### config.mk
export PLATFORM = sky130hd
export DESIGN_NAME = fixed_block_free_list_allocator
export DESIGN_NICKNAME = d
export VERILOG_FILES = /design/src/rtl/fbfl_pkg.sv /design/src/rtl/fixed_block_free_list_allocator.sv /design/src/rtl/fbfl_ctrl.sv /design/src/rtl/fbfl_dp.sv
export SDC_FILE = /design/constraint.sdc
export NUM_CORES = 2
export LEC_CHECK = 0
export BUFFER_PORTS_ARGS = -buffer_cell sky130_fd_sc_hd__buf_2
export CORE_MARGIN = 10
export CORE_UTILIZATION = 40
export DETAILED_ROUTE_END_ITERATION = 8
export MAX_ROUTING_LAYER = met4
export PLACE_DENSITY = 0.66
export SYNTH_ARGS = -nofsm -noshare
export SYNTH_HDL_FRONTEND = slang
export SYNTH_SLANG_ARGS = --single-unit
export TNS_END_PERCENT = 50
### constraint.sdc
create_clock -name clk -period 15.05 [get_ports clk]
set_input_delay 0 -clock clk [delete_from_list [all_inputs] [get_ports clk]]
set_output_delay 0 -clock clk [all_outputs]
set_load 0.005 [all_outputs]
### src/rtl/fbfl_pkg.sv
// Shared types and constants for the fixed-size block free-list allocator.
`default_nettype none

package fbfl_pkg;

  // Pool geometry (fixed by the field widths)
  localparam int unsigned MAX_BLOCKS = 256;
  localparam int unsigned IDX_W      = 8;    // block index width
  localparam int unsigned PTR_W      = 9;    // index plus the "no link" code
  localparam int unsigned WORD_SHIFT = 3;    // log2 of the word size in bytes
  localparam int unsigned WORD_BYTES = 8;
  localparam int unsigned BYTES_W    = 13;   // block_bytes register width
  localparam int unsigned COUNT_W    = 9;    // blocks_in_use / free count width
  localparam int unsigned WORDS_W    = 10;   // block size in words, up to 512
  localparam int unsigned OFFSET_W   = 20;

  localparam logic [PTR_W-1:0]   NO_LINK   = PTR_W'(MAX_BLOCKS);
  localparam logic [BYTES_W-1:0] BYTES_CAP = BYTES_W'(4096);
  localparam logic [BYTES_W-1:0] BYTES_MIN = BYTES_W'(WORD_BYTES);

  // Configuration register indexes
  localparam logic REG_BLOCK_BYTES   = 1'b0;
  localparam logic REG_BLOCKS_IN_USE = 1'b1;

  typedef enum logic [1:0] {
    ACT_INIT  = 2'd0,
    ACT_ALLOC = 2'd1,
    ACT_FREE  = 2'd2,
    ACT_NOP   = 2'd3
  } action_t;

  typedef enum logic [1:0] {
    STAT_OK    = 2'd0,
    STAT_EMPTY = 2'd1,
    STAT_RANGE = 2'd2
  } status_t;

  // Controller to datapath commands
  typedef struct packed {
    logic latch;   // capture the accepted input beat
    logic commit;  // update pool state and load the result register
  } cmd_t;

endpackage : fbfl_pkg

`default_nettype wire

### src/rtl/fixed_block_free_list_allocator.sv
// Top level of the fixed-size block free-list allocator.
//
//   channel   direction  handshake            payload
//   input     in         in_valid / in_stall  action, block_index
//   result    out        out_valid/out_stall  status, granted_index,
//                                             granted_offset, free_count
//   config    in         wr_en                wr_index, wr_data
//
// Each beat is accepted in one step, which also reads the link store at
// the list head (registered read), and executed in the next, which updates
// the pool and loads the result register; the registered read sets this split.
// Reset rebuilds the pool with 256 blocks of 8 bytes; no clearing pass.
// A held result stalls the execute step only; the next beat is still
// accepted while the previous result waits on out_stall.
`default_nettype none

module fixed_block_free_list_allocator
  import fbfl_pkg::*;
(
  input  wire                 clk,
  input  wire                 rst,
  // config write port
  input  wire                 wr_en,
  input  wire                 wr_index,
  input  wire  [BYTES_W-1:0]  wr_data,
  // input beats
  input  wire                 in_valid,
  output logic                in_stall,
  input  wire  [1:0]          action,
  input  wire  [IDX_W-1:0]    block_index,
  // result beats
  output logic                out_valid,
  input  wire                 out_stall,
  output logic [1:0]          status,
  output logic [IDX_W-1:0]    granted_index,
  output logic [OFFSET_W-1:0] granted_offset,
  output logic [COUNT_W-1:0]  free_count
);

  cmd_t cmd;

  // Sequence accept, execute and result hand-off
  fbfl_ctrl u_ctrl (
    .clk       (clk),
    .rst       (rst),
    .in_valid  (in_valid),
    .in_stall  (in_stall),
    .out_valid (out_valid),
    .out_stall (out_stall),
    .cmd       (cmd)
  );

  // Hold pool state, link store and the result register
  fbfl_dp u_dp (
    .clk            (clk),
    .rst            (rst),
    .cmd            (cmd),
    .wr_en          (wr_en),
    .wr_index       (wr_index),
    .wr_data        (wr_data),
    .action         (action),
    .block_index    (block_index),
    .status         (status),
    .granted_index  (granted_index),
    .granted_offset (granted_offset),
    .free_count     (free_count)
  );

endmodule : fixed_block_free_list_allocator

`default_nettype wire

### src/rtl/fbfl_ctrl.sv
// Sequencing controller: input accept, execute step, result register valid.
`default_nettype none

module fbfl_ctrl
  import fbfl_pkg::*;
(
  input  wire  clk,
  input  wire  rst,
  input  wire  in_valid,
  output logic in_stall,
  output logic out_valid,
  input  wire  out_stall,
  output cmd_t cmd
);

  typedef enum logic {
    ST_IDLE,
    ST_EXEC
  } state_t;

  state_t state;
  logic   accept;
  logic   slot_free;

  always_comb begin
    accept     = in_valid && (state == ST_IDLE);
    slot_free  = !out_valid || !out_stall;
    cmd.latch  = accept;
    cmd.commit = (state == ST_EXEC) && slot_free;
    in_stall   = (state != ST_IDLE);
  end

  always_ff @(posedge clk) begin
    if (rst) begin
      state     <= ST_IDLE;
      out_valid <= 1'b0;
    end else begin
      case (state)
        ST_IDLE: begin
          if (accept) state <= ST_EXEC;
        end
        ST_EXEC: begin
          if (cmd.commit) state <= ST_IDLE;
        end
        default: state <= ST_IDLE;
      endcase
      if (cmd.commit) begin
        out_valid <= 1'b1;
      end else if (!out_stall) begin
        out_valid <= 1'b0;
      end
    end
  end

  a_accept_to_exec : assert property (@(posedge clk) disable iff (rst)
    accept |=> (state == ST_EXEC))
    else $error("accepted beat did not start execution");

  a_commit_gives_result : assert property (@(posedge clk) disable iff (rst)
    cmd.commit |=> out_valid)
    else $error("commit did not present a result beat");

  a_commit_not_idle : assert property (@(posedge clk) disable iff (rst)
    cmd.commit |-> !accept)
    else $error("commit and accept in the same cycle");

endmodule : fbfl_ctrl

`default_nettype wire

### src/rtl/fbfl_dp.sv
// Datapath: config registers, link store, list head, watermark, count, result.
`default_nettype none

module fbfl_dp
  import fbfl_pkg::*;
(
  input  wire                 clk,
  input  wire                 rst,
  input  cmd_t                cmd,
  input  wire                 wr_en,
  input  wire                 wr_index,
  input  wire  [BYTES_W-1:0]  wr_data,
  input  wire  [1:0]          action,
  input  wire  [IDX_W-1:0]    block_index,
  output logic [1:0]          status,
  output logic [IDX_W-1:0]    granted_index,
  output logic [OFFSET_W-1:0] granted_offset,
  output logic [COUNT_W-1:0]  free_count
);

  // Configuration registers
  logic [BYTES_W-1:0] block_bytes;
  logic [COUNT_W-1:0] blocks_in_use;

  // Pool state
  logic [PTR_W-1:0]   list_head;
  logic [PTR_W-1:0]   untouched_mark;
  logic [COUNT_W-1:0] free_total;
  logic [PTR_W-1:0]   pool_blocks;
  logic [WORDS_W-1:0] pool_words;

  // Captured input beat
  action_t          op_action;
  logic [IDX_W-1:0] op_index;

  // Link store, read at the list head every cycle
  logic [PTR_W-1:0] link_store [MAX_BLOCKS];
  logic [PTR_W-1:0] link_rd;

  // Next values
  logic [PTR_W-1:0]         list_head_next;
  logic [PTR_W-1:0]         untouched_mark_next;
  logic [COUNT_W-1:0]       free_total_next;
  logic [PTR_W-1:0]         pool_blocks_next;
  logic [WORDS_W-1:0]       pool_words_next;
  logic                     link_we;
  status_t                  status_next;
  logic [IDX_W-1:0]         granted_next;
  logic                     got;
  logic [BYTES_W-1:0]       req_bytes;
  logic [BYTES_W-1:0]       req_round;
  logic [IDX_W+WORDS_W-1:0] product;

  always_comb begin
    // Block size in words: clamp to the cap and the minimum, round up
    if (block_bytes > BYTES_CAP) begin
      req_bytes = BYTES_CAP;
    end else if (block_bytes < BYTES_MIN) begin
      req_bytes = BYTES_MIN;
    end else begin
      req_bytes = block_bytes;
    end
    req_round = req_bytes + BYTES_W'(WORD_BYTES - 1);

    list_head_next      = list_head;
    untouched_mark_next = untouched_mark;
    free_total_next     = free_total;
    pool_blocks_next    = pool_blocks;
    pool_words_next     = pool_words;
    link_we             = 1'b0;
    status_next         = STAT_OK;
    granted_next        = '0;
    got                 = 1'b0;

    case (op_action)
      ACT_INIT: begin
        pool_blocks_next    = (blocks_in_use > NO_LINK) ? NO_LINK : blocks_in_use;
        pool_words_next     = req_round[BYTES_W-1:WORD_SHIFT];
        list_head_next      = NO_LINK;
        untouched_mark_next = '0;
        free_total_next     = pool_blocks_next;
      end
      ACT_ALLOC: begin
        if (!list_head[PTR_W-1]) begin
          // Pop the linked part
          granted_next   = list_head[IDX_W-1:0];
          list_head_next = link_rd;
          got            = 1'b1;
        end else if (untouched_mark < pool_blocks) begin
          // Take from the untouched tail
          granted_next        = untouched_mark[IDX_W-1:0];
          untouched_mark_next = untouched_mark + PTR_W'(1);
          got                 = 1'b1;
        end else begin
          status_next = STAT_EMPTY;
        end
        if (got && (free_total != '0)) begin
          free_total_next = free_total - COUNT_W'(1);
        end
      end
      ACT_FREE: begin
        if ({1'b0, op_index} >= pool_blocks) begin
          status_next = STAT_RANGE;
        end else begin
          link_we        = 1'b1;
          list_head_next = {1'b0, op_index};
          if (free_total < NO_LINK) begin
            free_total_next = free_total + COUNT_W'(1);
          end
        end
      end
      default: ;
    endcase

    product = granted_next * pool_words;
  end

  always_ff @(posedge clk) begin
    if (rst) begin
      block_bytes   <= BYTES_W'(WORD_BYTES);
      blocks_in_use <= COUNT_W'(MAX_BLOCKS);
    end else if (wr_en) begin
      case (wr_index)
        REG_BLOCK_BYTES:   block_bytes   <= wr_data;
        REG_BLOCKS_IN_USE: blocks_in_use <= wr_data[COUNT_W-1:0];
        default: ;
      endcase
    end
  end

  always_ff @(posedge clk) begin
    if (rst) begin
      list_head      <= NO_LINK;
      untouched_mark <= '0;
      free_total     <= COUNT_W'(MAX_BLOCKS);
      pool_blocks    <= NO_LINK;
      pool_words     <= WORDS_W'(1);
    end else if (cmd.commit) begin
      list_head      <= list_head_next;
      untouched_mark <= untouched_mark_next;
      free_total     <= free_total_next;
      pool_blocks    <= pool_blocks_next;
      pool_words     <= pool_words_next;
    end
  end

  always_ff @(posedge clk) begin
    if (cmd.latch) begin
      op_action <= action_t'(action);
      op_index  <= block_index;
    end
    if (cmd.commit) begin
      status         <= status_next;
      granted_index  <= granted_next;
      granted_offset <= {product[OFFSET_W-WORD_SHIFT-1:0], {WORD_SHIFT{1'b0}}};
      free_count     <= free_total_next;
    end
  end

  // Link the freed block in front of the old head, once, at the commit edge
  always_ff @(posedge clk) begin
    if (cmd.commit && link_we) begin
      link_store[op_index] <= list_head;
    end
    link_rd <= link_store[list_head[IDX_W-1:0]];
  end

  a_total_bound : assert property (@(posedge clk) disable iff (rst)
    free_total <= NO_LINK)
    else $error("free count above pool capacity");

  a_mark_bound : assert property (@(posedge clk) disable iff (rst)
    untouched_mark <= pool_blocks)
    else $error("watermark passed the pool size");

  a_head_code : assert property (@(posedge clk) disable iff (rst)
    list_head[PTR_W-1] |-> (list_head == NO_LINK))
    else $error("list head holds an invalid code");

endmodule : fbfl_dp

`default_nettype wire

### Yosys cells after proc, flatten, opt, wreduce, memory -nomap -nowiden

Memory sizes are Yosys's and may differ from the RTL's. A register that Yosys moved wholly into a read port is not among the register bits.
Cells that the tools add are included.

* register bits: 116
* word-level logic and storage cells: 86
* memory bits (read-only): 0
* input bits: 29
* memories kept: 1
* latch bits: 0
* memory bits (writable): 2304

Memory list
* u_dp.link_store: words 256, width 9, read ports 1, clocked after Yosys merged registers in 1, wr ports 1, RTL line fbfl_dp.sv:37 `logic [PTR_W-1:0] link_store [MAX_BLOCKS];`

* shift operators: 0
* equal/unequal tests: 7
* multiply operators: 1
* muxes and demuxes: 32
* bitwise operators: 2
* reduce and logical (&&, ||, !) cells: 17
* $lt $le $gt $ge: 6
* div/mod/pow operators: 0
* $add $sub $neg: 4

Operators by type and width (count)
* $mux 9: 8
* $pmux 9 s3: 2
* $mux 13: 2
* $mux 8: 3
* $add 9x1->9 const B: 2
* $pmux 9 s2: 1
* $mul 8x10->17: 1
* $add 13x3->13 const B: 1
* $gt 13x13->1 const B: 1
* $lt 13x4->1 const B: 1
* $mux 1: 12
* $ge 8x9->1: 1
* $gt 9x9->1 const B: 1
* $lt 9x9->1: 1
* $lt 9x9->1 const B: 1
* $reduce_bool 9->1: 1
* $sub 9x1->9 const B: 1
* $reduce_and 4->1: 2
* $ne 2x1->1 const B: 3
* $reduce_and 2->1: 3
* $logic_and 1x1->1: 4
* $mux 2: 2
* $ne 2x2->1 const B: 2
* $pmux 2 s2: 1
* other kinds (10): 12

### Depth between registers and ports, before layout

* word-level depth: 7
* depth in mapped cells: 26

### Hierarchy

From an unflattened synthesis, not the netlist that was laid out.

* cells, all modules: 4900
* area, all modules: 97428.4 µm²

By module, submodules not included
* fbfl_dp: sequential area each 72109.2 µm², cells an instance 4890, area an instance 97328.3 µm², times used 1
* fbfl_ctrl: sequential area each 40.0 µm², cells an instance 10, area an instance 100.1 µm², times used 1

### Worst setup path after synthesis

OpenSTA, ideal clock, no wires.

* kind: flip-flop to flip-flop
* from: register u_dp.list_head[4]
* to: register u_dp.granted_offset[19] (data pin)
* path buffers: 4
* slack: 6.186 ns
* stages on the path, launching flop included: 20
* arrival: 8.604 ns
* required time: 14.790 ns
* cell sequence: dfxtp_1 buf_2 buf_2 clkbuf_1 a22o_1 clkbuf_1 and2_1 fa_1 fa_1 fa_1 inv_1 fa_1 inv_1 ha_1 and3_1 a21oi_1 o21ai_0 o41ai_1 o21ai_0 xnor2_1

* cells in the longest elaborated chain, start to end: 3

Ends and longest elaborated chain
* start: declaration: RTL line fbfl_dp.sv:26 `logic [PTR_W-1:0] list_head;`
* start signal: assignment: RTL line fbfl_dp.sv:139 `list_head <= list_head_next;`
* $mux 8: RTL line fbfl_dp.sv:84 `if (!list_head[PTR_W-1]) begin`
* $mux 8: RTL line fbfl_dp.sv:75 `case (op_action)`
* net u_dp.granted_next[4]: RTL line fbfl_dp.sv:48 `logic [IDX_W-1:0] granted_next;`
* $mul 8x10->17: RTL line fbfl_dp.sv:115 `product = granted_next * pool_words;`
* net u_dp.product[16]: RTL line fbfl_dp.sv:52 `logic [IDX_W+WORDS_W-1:0] product;`
* end signal: assignment: RTL line fbfl_dp.sv:155 `granted_offset <= {product[OFFSET_W-WORD_SHIFT-1:0], {WORD_SHIFT{1'b0}}};`
* end: declaration: RTL line fbfl_dp.sv:17 `output logic [OFFSET_W-1:0] granted_offset,`

The timed path passes the listed nets, and every way through them passes these cells.
A chain may end at the register's enable or synchronous reset.

### Worst setup path after layout

* from: register u_dp.untouched_mark[2]
* to: register u_dp.granted_offset[19] (data pin)

* cells in the longest elaborated chain, start to end: 5

Ends and longest elaborated chain
* start: declaration: RTL line fbfl_dp.sv:27 `logic [PTR_W-1:0] untouched_mark;`
* start signal: assignment: RTL line fbfl_dp.sv:140 `untouched_mark <= untouched_mark_next;`
* $lt 9x9->1: RTL line fbfl_dp.sv:89 `end else if (untouched_mark < pool_blocks) begin`
* $mux 8 (*): RTL line fbfl_dp.sv:89
* $mux 8 (*): RTL line fbfl_dp.sv:84
* $mux 8 (*): RTL line fbfl_dp.sv:75
* $mul 8x10->17 (*): RTL line fbfl_dp.sv:115
* net u_dp.product[16]: RTL line fbfl_dp.sv:52

Mark *: on every way through the listed nets, which the timed path passes. The rest lies on a longest branch.

==> flow_metrics.tcl <==
set metrics [dict create \
    status "complete, no violations" \
    io_buffers 66 \
    setup_ws_ns 8.358 \
    fin_nets 5150 \
    cts_root_buf "clkbuf_16" \
    grt_pass1_wl_um 332100 \
    critPathMaxStageDelay_ns 0.52 \
    rsz0062_at_grt "no" \
    post_cts_buffers 0 \
    synth_top_area_share_pct 72.76 \
    grt_max_degree 161 \
    worst_setup_path_end_kind "flop" \
    first_pass_iters 9 \
    overflow 0 \
    antenna_left 0 \
    r2r_setup_slack_ns 8.36 \
    hold_path.class "in -> reg" \
    min-delay-start "wr_index" \
    regToRegEndpoint "u_dp.granted_offset[19]$_DFFE_PP_" \
    hold_ws_ns 0.2368 \
    grt_use_met3_pct 3.507 \
    routed_wl_um 225500 \
    clkLatencyLatePin_ns 0.88 \
    holdPathEnd "u_dp.block_bytes[5]$_SDFFE_PP0P_" \
    cts_hold_buf 77 \
    final_hold_viol_count 0 \
    crit_type "reg -> reg" \
    ys_top_cells_by_area "edfxtp_1 73%, mux4_2 14%, dfxtp_1 1.6%, nor2_1 1.3%, mux2i_1 1.0%" \
    min_period_ns 6.692 \
    min_path_cells 5 \
    rr_worst_depth 21 \
    cap_violations 0 \
    finalSetupViolCount 0 \
    synth_edf_count 2350 \
    yosys.area.top_type "edfxtp_1" \
    clock-sinks 2429 \
    route.vias.total 48150 \
    start_util_pct 40.25 \
    power.switching_uw 2684 \
    dpl_worst_slack_ns 8.483 \
    cp.arrival_ns 7.22 \
    final_cell_mix "2350 x edfxtp_1, 590 x mux4_2, 324 x nor2_1, 234 x clkbuf_16, 151 x nand2_1" \
    first_iter_violations 5922 \
    tritoncts "yes" \
    rows 180 \
    top_usage_layer "met2" \
    layout-drive-gt1-share_pct 21.83 \
    power_density_nw_per_um2 122.3 \
    gp_congestion 0.8420 \
    ys_ff_latch 2429 \
    setup_tns_ns 0 \
    antenna_found_initial 5 \
    synth_seq_area_share_pct 74.39 \
    gr-usage-met2_pct 26.17 \
    syn_inst 4833 \
    finalCritPeriodShare_pct 44.47 \
    die_y_um 512.4 \
    cp_max_fo 11 \
    tightest_slew_ns 1.294 \
    wire_per_inst_um 26.84 \
    p_leak_uw 0.03596 \
    drcViolationCount 0 \
    met1_usage_pct 23.43 \
    cts.path.max_buffers 3 \
    grt_pass1_vias 48110 \
    async_flop_share_pct 0 \
    fin_util_pct 45.21 \
    drt-vias-per-instance 5.732 \
    die_w_um 512.4 \
    power_frac_comb_pct 1.7 \
    r2r-start "u_dp.untouched_mark[2]$_SDFFE_PP0P_" \
    relSlewSlack_pct 13.72 \
    yosysWarnings 0 \
    final_common_cell "edfxtp_1" \
    clock_power_share_pct 43.0 \
    path_cells "ha_1 -> a21oi_1 -> o21ai_0 -> a31oi_1 -> o21ai_0 -> nor2_1 -> a22o_1 -> and2_1 -> fa_1 -> fa_1 -> fa_1 -> inv_1 -> fa_1 -> inv_1 -> ha_1 -> and3_1 -> a21oi_1 -> o21ai_0 -> o41ai_1 -> o21ai_0 -> xnor2_1" \
    htreeDepth 4 \
    timing.final.max_slew_violations 0 \
    ys.flop_type "edfxtp_1" \
    peakVddDrop_uv 103.9 \
    syn_to_final_growth_pct 12.33 \
    critPathLaunchType "flop" \
    cts_resized 0 \
    ys_types 67 \
    skew_ns 0.09496 \
    path_clk_slew_ns 0.07 \
    cts_inserted_buffers 232 \
    swShare_pct 20.15 \
    seq_power_share_pct 55.3 \
    synth.avg_cell_area_um2 20.07 \
    max_freq_ghz 0.1494 \
    grt_util_all_layers_pct 17.15 \
    p_int_uw 10640 \
    cp.required_ns 15.58 \
    dp.final_hpwl_um 132400 \
    syn_area_um2 96990 \
    num_io_pins 70 \
    dieArea_um2 262600 \
    cp_slowest_cell "fa_1" \
    core_region_area_um2 241000 \
]
-- registers in the layout, summed over array words and instances (netlist names), 9 cells and up --
name,flops
u_dp.pool_blocks,9
u_dp.block_bytes,13
u_dp.untouched_mark,9
u_dp.list_head,9
u_dp.link_rd,9
u_dp.link_store,2304
u_dp.free_count,9
u_dp.free_total,9
u_dp.blocks_in_use,9
u_dp.granted_offset,17
u_dp.pool_words,10
-- worst max-delay path by stage --
stage          slack (ns)  cells after the start                           startpoint                                end
2_1_floorplan        6.19                     19       u_dp.list_head[4]$_SDFFE_PP0P_  u_dp.granted_offset[19]$_DFFE_PP_
3_3_place_gp         8.62                     21  u_dp.untouched_mark[2]$_SDFFE_PP0P_  u_dp.granted_offset[19]$_DFFE_PP_
3_5_place_dp         8.48                     21  u_dp.untouched_mark[2]$_SDFFE_PP0P_  u_dp.granted_offset[19]$_DFFE_PP_
4_1_cts              8.41                     21  u_dp.untouched_mark[2]$_SDFFE_PP0P_  u_dp.granted_offset[19]$_DFFE_PP_
5_1_grt              7.81                     22  u_dp.untouched_mark[2]$_SDFFE_PP0P_  u_dp.granted_offset[19]$_DFFE_PP_
6_report             8.36                     21  u_dp.untouched_mark[2]$_SDFFE_PP0P_  u_dp.granted_offset[19]$_DFFE_PP_
-- metrics by stage --
step           std cells  power (uW)  instance area (um^2)
5_1_grt             8400       13670                108900
3_3_place_gp        7889        7715                100700
4_1_cts             8399       13390                108900
3_5_place_dp        7889        7718                100700
6_report            8401       13320                109000
2_1_floorplan       4835        7629                 97000
-- Yosys cell counts (all sizes together), types with 11 or more instances --
library cell and number:
mux4 590, edfxtp 2350, a21oi 121, nor2b 24, mux2i 101, a31oi 12
nor3 37, o22ai 17, a22oi 88, o221ai 26, inv 91, nand3b 11
nand4 17, nand2b 11, a22o 17, a221oi 36, fa 47, xnor2 32
nand2 155, clkbuf 130, buf 148, ha 59, o21ai 39, nand3 46
and2 72, mux2 32, nor2 326, a211oi 23, dfxtp 79
-- routing by layer --
metal  up-vias  routed length, um
li1      20130                  -
met1     25550              92170
met2      2101             106700
met3       377              19940
met4         0               6654
met5         -                  0
-- final cells by class --
cell class | instances | area [um^2]
Antenna cell | 2 | 5.005
Clock inverter | 136 | 1325
Multi-Input combinational cell | 2034 | 23090
Fill cell | 20020 | 132000
Inverter | 94 | 352.8
Tap cell | 3185 | 3985
Timing Repair Buffer | 224 | 1859
Sequential cell | 2429 | 72180
Clock buffer | 297 | 6152
-- power by group through the flow --
stage | logic, uW | registers [uW] | clock network, uW
floorplan | 118 | 7510 | 0
global placement | 206 | 7510 | 0
detailed placement | 209 | 7510 | 0
CTS | 225 | 7370 | 5800
global route | 241 | 7360 | 6070
finish | 228 | 7370 | 5730
-- critical path, delay by kind of cell (launching register included) --
kind,cells,cell delay (ns)
adder cells (fa/ha/maj),6,2.59
AO/OA/AOI/OAI,9,2.30
flip-flops,1,0.42
buffers and inverters,2,0.09
AND/OR/NAND/NOR,3,0.83
XOR/XNOR,1,0.15
-- cells by family (layout without fill, tap and decap cells) --
family,after synthesis,count (layout),share of synthesized area (%)
buffers and inverters,372,751,1.895
adders and majority gates,106,106,1.731
DFF,2429,2429,74.39
xor gates and xnor gates,35,35,0.3161
muxes,723,723,15.11
and+or+nand+nor,729,729,3.428
AOI/OAI and AO/OA,438,438,3.126
other,1,5,0.003866
No activity file was read; power rests on OpenSTA's default activity.
